[config.mk]
export PLATFORM = sky130hd
export DESIGN_NAME = jitter_buffer_playout_gate
export DESIGN_NICKNAME = d
export VERILOG_FILES = /design/src/rtl/core/jbpg_pkg.sv /design/src/rtl/core/jbpg_ctrl.sv /design/src/rtl/core/jbpg_dp.sv /design/src/rtl/core/jitter_buffer_playout_gate.sv
export SDC_FILE = /design/constraint.sdc
export NUM_CORES = 2
export LEC_CHECK = 0
export ABC_AREA = 1
export BUFFER_PORTS_ARGS = -buffer_cell sky130_fd_sc_hd__buf_4
export CELL_PAD_IN_SITES_DETAIL_PLACEMENT = 1
export CELL_PAD_IN_SITES_GLOBAL_PLACEMENT = 2
export CORE_MARGIN = 1
export CORE_UTILIZATION = 39
export DETAILED_ROUTE_END_ITERATION = 7
export PLACE_DENSITY = 0.87
export SYNTH_ARGS = -nofsm -noshare
export SYNTH_HDL_FRONTEND = slang
export SYNTH_SLANG_ARGS = --single-unit
[constraint.sdc]
create_clock -name clk -period 8.6 [get_ports clk]
set_clock_uncertainty 0.15 [all_clocks]
set_input_delay 0.86 -clock clk [delete_from_list [all_inputs] [get_ports clk]]
set_output_delay 0.86 -clock clk [all_outputs]
set_load 0.02 [all_outputs]
[src/rtl/core/jbpg_pkg.sv]
// Shared types and constants for the jitter buffer playout gate.
// Used by jbpg_ctrl, jbpg_dp and the top level; depends on nothing.
package jbpg_pkg;

  // configuration register indexes
  localparam logic [1:0] CFG_LATENCY  = 2'd0;
  localparam logic [1:0] CFG_CAPACITY = 2'd1;
  localparam logic [1:0] CFG_PAUSED   = 2'd2;

  localparam logic [10:0] LAT_RESET = 11'd200;
  localparam logic [10:0] LAT_MAX   = 11'd2000;
  localparam logic [8:0]  CAP_RESET = 9'd256;
  localparam logic [8:0]  CAP_MIN   = 9'd8;

  // averaging weights in Q0.16: alpha and one minus alpha
  localparam logic [15:0] ALPHA_Q16 = 16'd6554;
  localparam logic [15:0] KEEP_Q16  = 16'd58982;
  localparam logic [56:0] ROUND_Q16 = 57'd32768;

  // half a millisecond in UQ32.8 microseconds, for rounding the pacing delay
  localparam logic [40:0] HALF_MS_Q8 = 41'd128000;

  // 256000 = 2^11 * 125: drop 11 bits, multiply by ceil(2^37 / 125) and keep
  // the bits from 37 up; exact for any 30-bit operand
  localparam logic [30:0] PACE_RECIP = 31'd1099511628;

  // the clamped target in ms times 125, shifted by 12, gives twice that target times 256000
  localparam logic [6:0]  MS_Q8_ODD  = 7'd125;

  localparam int DIV_STEPS = 41;

  // datapath commands, one cycle each
  typedef struct packed {
    logic load;        // capture the input word
    logic record_time; // last arrival <= now, seen <= 1
    logic store_gap;   // average <= gap as it is
    logic start_mul;   // begin the weighted average update
    logic finish_mul;  // average <= rounded product sum
    logic start_len;   // begin the desired length division
    logic take_len;    // latch the saturated desired length
    logic start_pace;  // begin the pacing reciprocal multiply
    logic take_pace;   // latch the pacing delay
    logic present;     // load the output register
  } cmd_t;

  typedef struct packed {
    logic is_poll;
    logic real_frame;
    logic seen;
    logic avg_zero;
    logic release_ok;
    logic mul_done;
    logic div_done;
    logic pace_done;
    logic out_free;
  } stat_t;

endpackage

[src/rtl/core/jbpg_ctrl.sv]
// Sequencer for the playout gate: walks one word through gap update,
// division and output. Depends on jbpg_pkg for cmd_t and stat_t.
module jbpg_ctrl (
  input  logic            clk,
  input  logic            rst,
  input  logic            in_valid,
  output logic            in_ready,
  input  jbpg_pkg::stat_t st,
  output jbpg_pkg::cmd_t  cmd
);

  localparam logic [2:0] S_IDLE      = 3'd0;
  localparam logic [2:0] S_DECIDE    = 3'd1;
  localparam logic [2:0] S_MUL       = 3'd2;
  localparam logic [2:0] S_START_DIV = 3'd3;
  localparam logic [2:0] S_DIV_LEN   = 3'd4;
  localparam logic [2:0] S_CHECK     = 3'd5;
  localparam logic [2:0] S_DIV_PACE  = 3'd6;
  localparam logic [2:0] S_OUT       = 3'd7;

  logic [2:0] state;
  logic [2:0] state_next;

  always_ff @(posedge clk) begin
    if (rst) begin
      state <= S_IDLE;
    end else begin
      state <= state_next;
    end
  end

  assign in_ready = (state == S_IDLE) && !rst;

  always_comb begin
    state_next = state;
    cmd        = '0;
    unique case (state)
      S_IDLE: begin
        if (in_valid) begin
          cmd.load   = 1'b1;
          state_next = S_DECIDE;
        end
      end
      S_DECIDE: begin
        if (st.is_poll || !st.real_frame) begin
          cmd.start_len = 1'b1;
          state_next    = S_DIV_LEN;
        end else if (!st.seen) begin
          cmd.record_time = 1'b1;
          cmd.start_len   = 1'b1;
          state_next      = S_DIV_LEN;
        end else if (st.avg_zero) begin
          cmd.record_time = 1'b1;
          cmd.store_gap   = 1'b1;
          state_next      = S_START_DIV;
        end else begin
          cmd.record_time = 1'b1;
          cmd.start_mul   = 1'b1;
          state_next      = S_MUL;
        end
      end
      S_MUL: begin
        if (st.mul_done) begin
          cmd.finish_mul = 1'b1;
          state_next     = S_START_DIV;
        end
      end
      S_START_DIV: begin
        cmd.start_len = 1'b1;
        state_next    = S_DIV_LEN;
      end
      S_DIV_LEN: begin
        if (st.div_done) begin
          cmd.take_len = 1'b1;
          state_next   = S_CHECK;
        end
      end
      S_CHECK: begin
        // a release with a nonzero average needs the pacing delay
        if (st.is_poll && st.release_ok && !st.avg_zero) begin
          cmd.start_pace = 1'b1;
          state_next     = S_DIV_PACE;
        end else begin
          state_next = S_OUT;
        end
      end
      S_DIV_PACE: begin
        if (st.pace_done) begin
          cmd.take_pace = 1'b1;
          state_next    = S_OUT;
        end
      end
      S_OUT: begin
        if (st.out_free) begin
          cmd.present = 1'b1;
          state_next  = S_IDLE;
        end
      end
      default: begin
        state_next = S_IDLE;
      end
    endcase
  end

endmodule

[src/rtl/core/jbpg_dp.sv]
// Datapath of the playout gate: configuration, arrival state, serial
// multiplier, long divider, pacing reciprocal multiply and output register.
// Depends on jbpg_pkg.
module jbpg_dp #(
  parameter int QUEUE_DEPTH = 256
) (
  input  logic            clk,
  input  logic            rst,
  input  logic            cfg_we,
  input  logic [1:0]      cfg_index,
  input  logic [10:0]     cfg_data,
  input  logic            in_func,
  input  logic [88:0]     in_data,
  output logic            out_valid,
  input  logic            out_ready,
  output logic [79:0]     out_data,
  input  jbpg_pkg::cmd_t  cmd,
  output jbpg_pkg::stat_t st
);

  localparam logic [12:0] DEPTH_CAP = 13'(QUEUE_DEPTH);

  // configuration
  logic [10:0] target_latency_ms;
  logic [8:0]  queue_capacity;
  logic        paused;

  // captured word
  logic        func;
  logic [47:0] now;
  logic [15:0] frame_width;
  logic [15:0] frame_height;
  logic [8:0]  queue_length;

  // arrival state
  logic [47:0] last_arrival;
  logic        seen_arrival;
  logic [39:0] average_gap;

  // multiplier
  logic [39:0] mul_a;
  logic [56:0] acc;
  logic [3:0]  mul_cnt;
  logic        mul_busy;
  logic        mul_done;

  // divider
  logic [40:0] div_num;
  logic [41:0] div_den;
  logic [41:0] rem;
  logic [40:0] quo;
  logic [5:0]  div_cnt;
  logic        div_busy;
  logic        div_done;

  // pacing delay
  logic [29:0] pace_y;
  logic [60:0] pace_prod;
  logic        pace_step;
  logic        pace_done;

  // per word results
  logic [8:0]  desired;
  logic [22:0] pace;

  // output register
  logic        o_release;
  logic [8:0]  o_desired;
  logic [39:0] o_avg;
  logic [22:0] o_pace;
  logic        o_counted;

  logic [47:0] gap;
  logic [39:0] gap_q8;
  logic [56:0] acc_next;
  logic [56:0] acc_round;
  logic [42:0] trial;
  logic        fits;
  logic [10:0] lat_eff;
  logic [8:0]  cap_lo;
  logic [8:0]  cap_eff;
  logic [17:0] lat_odd;
  logic [40:0] len_num;
  logic [40:0] pace_sum;
  logic [23:0] pace_q;
  logic        real_frame;
  logic        release_ok;

  always_comb begin
    gap       = now - last_arrival;
    gap_q8    = (|gap[47:32]) ? {40{1'b1}} : {gap[31:0], 8'd0};
    acc_next  = {acc[55:0], 1'b0}
              + (jbpg_pkg::ALPHA_Q16[mul_cnt] ? {17'd0, mul_a} : 57'd0)
              + (jbpg_pkg::KEEP_Q16[mul_cnt] ? {17'd0, average_gap} : 57'd0);
    acc_round = acc + jbpg_pkg::ROUND_Q16;
    trial     = {rem, div_num[40]};
    fits      = (trial >= {1'b0, div_den});
    lat_eff   = (target_latency_ms > jbpg_pkg::LAT_MAX) ? jbpg_pkg::LAT_MAX
                                                        : target_latency_ms;
    cap_lo    = (queue_capacity < jbpg_pkg::CAP_MIN) ? jbpg_pkg::CAP_MIN : queue_capacity;
    cap_eff   = ({4'd0, cap_lo} > DEPTH_CAP) ? DEPTH_CAP[8:0] : cap_lo;
    lat_odd   = 18'(lat_eff) * 18'(jbpg_pkg::MS_Q8_ODD);
    len_num   = {11'd0, lat_odd, 12'd0} + {1'b0, average_gap};
    pace_sum  = {1'b0, average_gap} + jbpg_pkg::HALF_MS_Q8;
    pace_q    = pace_prod[60:37];
    real_frame = (frame_width != 16'd0) && (frame_height != 16'd0);
    release_ok = !paused && (queue_length >= desired);
  end

  always_comb begin
    st.is_poll    = func;
    st.real_frame = real_frame;
    st.seen       = seen_arrival;
    st.avg_zero   = (average_gap == 40'd0);
    st.release_ok = release_ok;
    st.mul_done   = mul_done;
    st.div_done   = div_done;
    st.pace_done  = pace_done;
    st.out_free   = !out_valid || out_ready;
  end

  // configuration and control state
  always_ff @(posedge clk) begin
    if (rst) begin
      target_latency_ms <= jbpg_pkg::LAT_RESET;
      queue_capacity    <= jbpg_pkg::CAP_RESET;
      paused            <= 1'b0;
      last_arrival      <= 48'd0;
      seen_arrival      <= 1'b0;
      average_gap       <= 40'd0;
      mul_busy          <= 1'b0;
      mul_done          <= 1'b0;
      div_busy          <= 1'b0;
      div_done          <= 1'b0;
      pace_step         <= 1'b0;
      pace_done         <= 1'b0;
      out_valid         <= 1'b0;
    end else begin
      if (cfg_we) begin
        unique case (cfg_index)
          jbpg_pkg::CFG_LATENCY:  target_latency_ms <= cfg_data;
          jbpg_pkg::CFG_CAPACITY: queue_capacity    <= cfg_data[8:0];
          jbpg_pkg::CFG_PAUSED:   paused            <= cfg_data[0];
          default: ;
        endcase
      end
      if (cmd.record_time) begin
        last_arrival <= now;
        seen_arrival <= 1'b1;
      end
      if (cmd.store_gap) begin
        average_gap <= gap_q8;
      end else if (cmd.finish_mul) begin
        average_gap <= acc_round[55:16];
      end
      mul_done <= mul_busy && (mul_cnt == 4'd0);
      if (cmd.start_mul) begin
        mul_busy <= 1'b1;
      end else if (mul_busy && mul_cnt == 4'd0) begin
        mul_busy <= 1'b0;
      end
      div_done <= div_busy && (div_cnt == 6'd0);
      if (cmd.start_len) begin
        div_busy <= 1'b1;
      end else if (div_busy && div_cnt == 6'd0) begin
        div_busy <= 1'b0;
      end
      pace_step <= cmd.start_pace;
      pace_done <= pace_step;
      if (cmd.present) begin
        out_valid <= 1'b1;
      end else if (out_ready) begin
        out_valid <= 1'b0;
      end
    end
  end

  // payload registers
  always_ff @(posedge clk) begin
    if (cmd.load) begin
      func         <= in_func;
      now          <= in_data[47:0];
      frame_width  <= in_data[63:48];
      frame_height <= in_data[79:64];
      queue_length <= in_data[88:80];
      pace         <= 23'd0;
    end
    // constant weights scanned msb first
    if (cmd.start_mul) begin
      mul_a   <= gap_q8;
      acc     <= 57'd0;
      mul_cnt <= 4'd15;
    end else if (mul_busy) begin
      acc     <= acc_next;
      mul_cnt <= mul_cnt - 4'd1;
    end
    // restoring division, one quotient bit per cycle
    if (cmd.start_len) begin
      div_num <= len_num;
      div_den <= {1'b0, average_gap, 1'b0};
      rem     <= 42'd0;
      div_cnt <= 6'(jbpg_pkg::DIV_STEPS - 1);
    end else if (div_busy) begin
      div_num <= {div_num[39:0], 1'b0};
      rem     <= fits ? 42'(trial - {1'b0, div_den}) : trial[41:0];
      quo     <= {quo[39:0], fits};
      div_cnt <= div_cnt - 6'd1;
    end
    // rounded milliseconds: shift out 2^11, then divide by 125 by reciprocal
    if (cmd.start_pace) begin
      pace_y <= pace_sum[40:11];
    end
    if (pace_step) begin
      pace_prod <= {31'd0, pace_y} * {30'd0, jbpg_pkg::PACE_RECIP};
    end
    if (cmd.take_len) begin
      if (average_gap == 40'd0 || quo == 41'd0) begin
        desired <= 9'd1;
      end else if (quo > {32'd0, cap_eff}) begin
        desired <= cap_eff;
      end else begin
        desired <= quo[8:0];
      end
    end
    if (cmd.take_pace) begin
      pace <= (pace_q == 24'd0) ? 23'd0 : 23'(pace_q - 24'd1);
    end
    if (cmd.present) begin
      o_release <= func && release_ok;
      o_desired <= desired;
      o_avg     <= average_gap;
      o_pace    <= (func && release_ok) ? pace : 23'd0;
      o_counted <= !func && real_frame;
    end
  end

  assign out_data = {6'd0, o_counted, o_pace, o_avg, o_desired, o_release};

endmodule

[src/rtl/core/jitter_buffer_playout_gate.sv]
// Channel   Handshake            Payload
// s (in)    s_tvalid / s_tready  s_tuser = func, s_tdata = arrival, size, queue length
// m (out)   m_tvalid / m_tready  m_tdata = release, desired, average, pace, counted
// cfg       cfg_we               cfg_index, cfg_data
//
// One word at a time: the next word is taken only once the result of the last one is loaded
// into the output register. Every word runs the 41-step desired-length divider; a real
// frame with a nonzero average first runs the 16-step weighted-average multiplier, and a
// releasing poll with a nonzero average then runs the pacing delay, a registered reciprocal
// multiply. rst is synchronous; it restores the register defaults and clears the arrival
// history. A stalled result waits in the output register while the next word is taken in.
module jitter_buffer_playout_gate #(
  parameter int QUEUE_DEPTH = 256
) (
  input  logic        clk,
  input  logic        rst,
  input  logic        s_tvalid,
  output logic        s_tready,
  input  logic [95:0] s_tdata,  // arrival_time_us[47:0], frame_width, frame_height,
                                // queue_length[8:0], zero fill
  input  logic        s_tuser,  // func
  output logic        m_tvalid,
  input  logic        m_tready,
  output logic [79:0] m_tdata,  // release_res, desired_length[8:0], average_gap_q8[39:0],
                                // pace_ms[22:0], frame_counted, zero fill
  input  logic        cfg_we,
  input  logic [1:0]  cfg_index,
  input  logic [10:0] cfg_data
);

  jbpg_pkg::cmd_t  cmd;
  jbpg_pkg::stat_t st;

  jbpg_ctrl u_ctrl (
    .clk      (clk),
    .rst      (rst),
    .in_valid (s_tvalid),
    .in_ready (s_tready),
    .st       (st),
    .cmd      (cmd)
  );

  jbpg_dp #(
    .QUEUE_DEPTH (QUEUE_DEPTH)
  ) u_dp (
    .clk       (clk),
    .rst       (rst),
    .cfg_we    (cfg_we),
    .cfg_index (cfg_index),
    .cfg_data  (cfg_data),
    .in_func   (s_tuser),
    .in_data   (s_tdata[88:0]),
    .out_valid (m_tvalid),
    .out_ready (m_tready),
    .out_data  (m_tdata),
    .cmd       (cmd),
    .st        (st)
  );

endmodule
==> results.md <==
- Final Hold Fails: 0
- Largest stage delay, worst path: about 0.57 ns
- Via/cell ratio: approximately 5.2
- CTS tree: done
- Fmax: roughly 0.13 GHz
- IO Port Bufs: approximately 180
- Placed cells: between 8000 and 9000
- Startpoint type of the worst setup path: flop
- Max-slew violations: 0
- Largest net degree at the start of global routing: 85
- CTS clk-pin slew, worst paths: approximately 0.060 ns
- Top post-synthesis cells by area: edfxtp_1, ha_1, fa_1
- Final period utilization: 0.898
- Full die area: approximately 140000 um2
- Outcome: completed
- Synth Flop Type: edfxtp_1
- Critical path data required time: between 8 and 9 ns
- Synth cell types: 64
- Tot GR Track Use: 0.258
- Clock root cell: clkbuf_16
- Pwr Total: approximately 25 mW
- First-pass GRT wire length: 274000 um
- Layout Cells excl Fill: around 8500
- Slowest CP cell: dfxtp_1
- Max IR drop VDD: 410 uV
- Dominant cell type by area after synthesis: edfxtp_1
- RSZ-0062 raised after global routing: no
- EDFF count, synth: between 400 and 500
- Setup tns final: 0 ns
- Util after Layout: 0.439
- YS warnings: 0
- Max-cap violations: 0
- Critical path class: reg -> reg
- GP Congestion: 0.915
- Slew @ Worst Pin: about 1.1 ns
- Filler cells: roughly 16000
- Rel. slew slack: 0.236
- Register area: ~17000 um2
- PD cells: around 420 nW/um2
- # hold bufs at CTS: 0
- Top Ports: roughly 200
- Vias in the first global route: about 47000
- Synth-to-layout area growth: 11.6%
- Post-synth ARST share: 0
- Vias: between 40000 and 50000
- Num CTS Buffers: between 70 and 80
- # setup viols final: 0
- Syn Std Cell Area: ~53000 um2
- Synth top cells by count: inv_1, nand2_1, ha_1, nor2_1, edfxtp_1
- Lkg Pwr: approximately 29 nW
- Crit-path max FO: 7
- Initial antenna violation count: 5
- Drt first pass iters: 5
- Overflow after GRT: 0
- DR iter-0 viols: 2666
- Htree depth: 3
- Core Region: 136000 um2
- Mapped Cells: about 6500
- CP Capture Type: flop
- Min cycle time layout: just under 8 ns
- Fraction of layout instances using a drive strength above 1: 0.0691
- Hold WC Path Type: in -> reg
- Post-synthesis sequential area ratio: 0.314
- CTS Sinks: about 640
- Multi-input gate area: 30700 um2
- Starting Density: 0.394
- FP Rows: 135
- Worst-skew pair later-pin latency: slightly below 0.7 ns
- Critical path arrival: roughly 7.9 ns
- FF+latch count, synth: about 640
- Post-CTS Setup Repair Bufs: 0
- Drt drc: 0
- Final ANT Viol Nets: 0
- Cell area after layout: 59700 um2
- HPWL after DPL: about 140000 um
- Synth top area share: 0.227
- WL final: about 180000 um
- WL/cell: around 21 um
- Chip width: ~370 um
- Clk buf depth: 3
- Area post-placement: 57100 um2
- Count leader, synth: inv_1
- Chip height: about 370 um
- Nets@finish: around 7700
- Syn Area/Cell: 8.26 um2
-- cells in the final DEF (no fill, tap or decap), types with 50 or more instances in the layout --
master and instances:
o211ai_1 53, edfxtp_1 405, dfxtp_1 229, xnor2_1 81, a31oi_1 76, nand2_1 1126, nor2_1 522, buf_4 256
nand3_1 183, nor4_1 52, nand4_1 50, a21oi_1 394, clkbuf_16 77, fa_1 352, inv_1 1437, ha_1 586
xor2_1 126, o21ai_0 337, nor3_1 70
-- cell type report --
type,count,share of cell area
antenna,2,0.0000839
clock buffer,103,0.0354
sequential,635,0.281
timing repair buffer,256,0.0322
multi-input combinational,4266,0.515
clock inverter,38,0.00692
inverter,1460,0.0919
tap,1781,0.0373
-- critical path, delay by kind of cell, from the launching register on --
kind / cells / cell delay (ns)
adders and majority gates: 6 / 2.56
and+or+nand+nor: 17 / 2.25
AOI/OAI and AO/OA: 6 / 1.05
buffers and inverters: 6 / 0.59
DFF: 1 / 0.57
xor gates and xnor gates: 1 / 0.25
-- power by group --
| group | total, mW | switching [mW] | internal [mW] |
|---|---|---|---|
| sequential | 4.79 | 0.484 | 4.31 |
| clock | 3.30 | 1.40 | 1.90 |
| combinational | 16.7 | 11.3 | 5.38 |
| total | 24.8 | 13.2 | 11.6 |
-- cells by family (layout without fill, tap and decap cells) --
group / after synthesis / in the layout / share of synthesized area
mux: 1 / 1 / 0.000211
other cells: 1 / 8 / 0.0000701
simple gates: 2106 / 2106 / 0.165
flops: 635 / 635 / 0.314
buf+inv: 1579 / 1857 / 0.113
fa+ha+maj: 938 / 938 / 0.269
compound gates: 1008 / 1008 / 0.105
xor+xnor: 207 / 207 / 0.0339
-- what timing repair did --
| action | 4_1_cts | 5_1_grt |
|---|---|---|
| hold endpoints to repair | 0 | 0 |
| setup endpoints to repair | 0 | 1 |
| resized for setup | 0 | 1 |
-- registers in the layout, summed over array words and instances, names as in the netlist, 41 cells and up, named ones only --
| signal | count |
|---|---|
| u_dp.now | 48 |
| u_dp.div_num | 41 |
| u_dp.quo | 41 |
| u_dp.last_arrival | 48 |
| u_dp.acc | 56 |
| u_dp.rem | 42 |
-- per-stage QoR --
step | setup slack (ns) | hold WS [ns]
after floorplan | 1.81 | 0.274
after global routing | 0.0829 | 0.168
after global placement | 0.870 | 0.279
after detailed placement | 0.727 | 0.269
final | 0.879 | 0.207
after CTS | 0.702 | 0.159
-- worst paths after layout --
check        slack, ns                              to                                    from  cells after the start
max reg2reg       0.88      u_dp.div_num[37]$_DFFE_PP_  u_dp.target_latency_ms[6]$_SDFFE_PP1P_                     36
max               0.88      u_dp.div_num[37]$_DFFE_PP_  u_dp.target_latency_ms[6]$_SDFFE_PP1P_                     36
min reg2reg       0.28       u_dp.pace_done$_SDFF_PP0_               u_dp.pace_step$_SDFF_PP0_                      2
min               0.21  u_dp.queue_length[2]$_DFFE_PP_                             s_tdata[82]                      1
-- routing by layer --
metal	wire length, um	part of all wire	global-route usage	vias up
met3	8040	0.045	0.0327	256
met2	85500	0.48	0.442	939
met5	0	0	0	-
met4	5950	0.034	0.0826	0
li1	-	-	-	21200
met1	77500	0.44	0.335	21900
(Power assumes the default switching activity.)
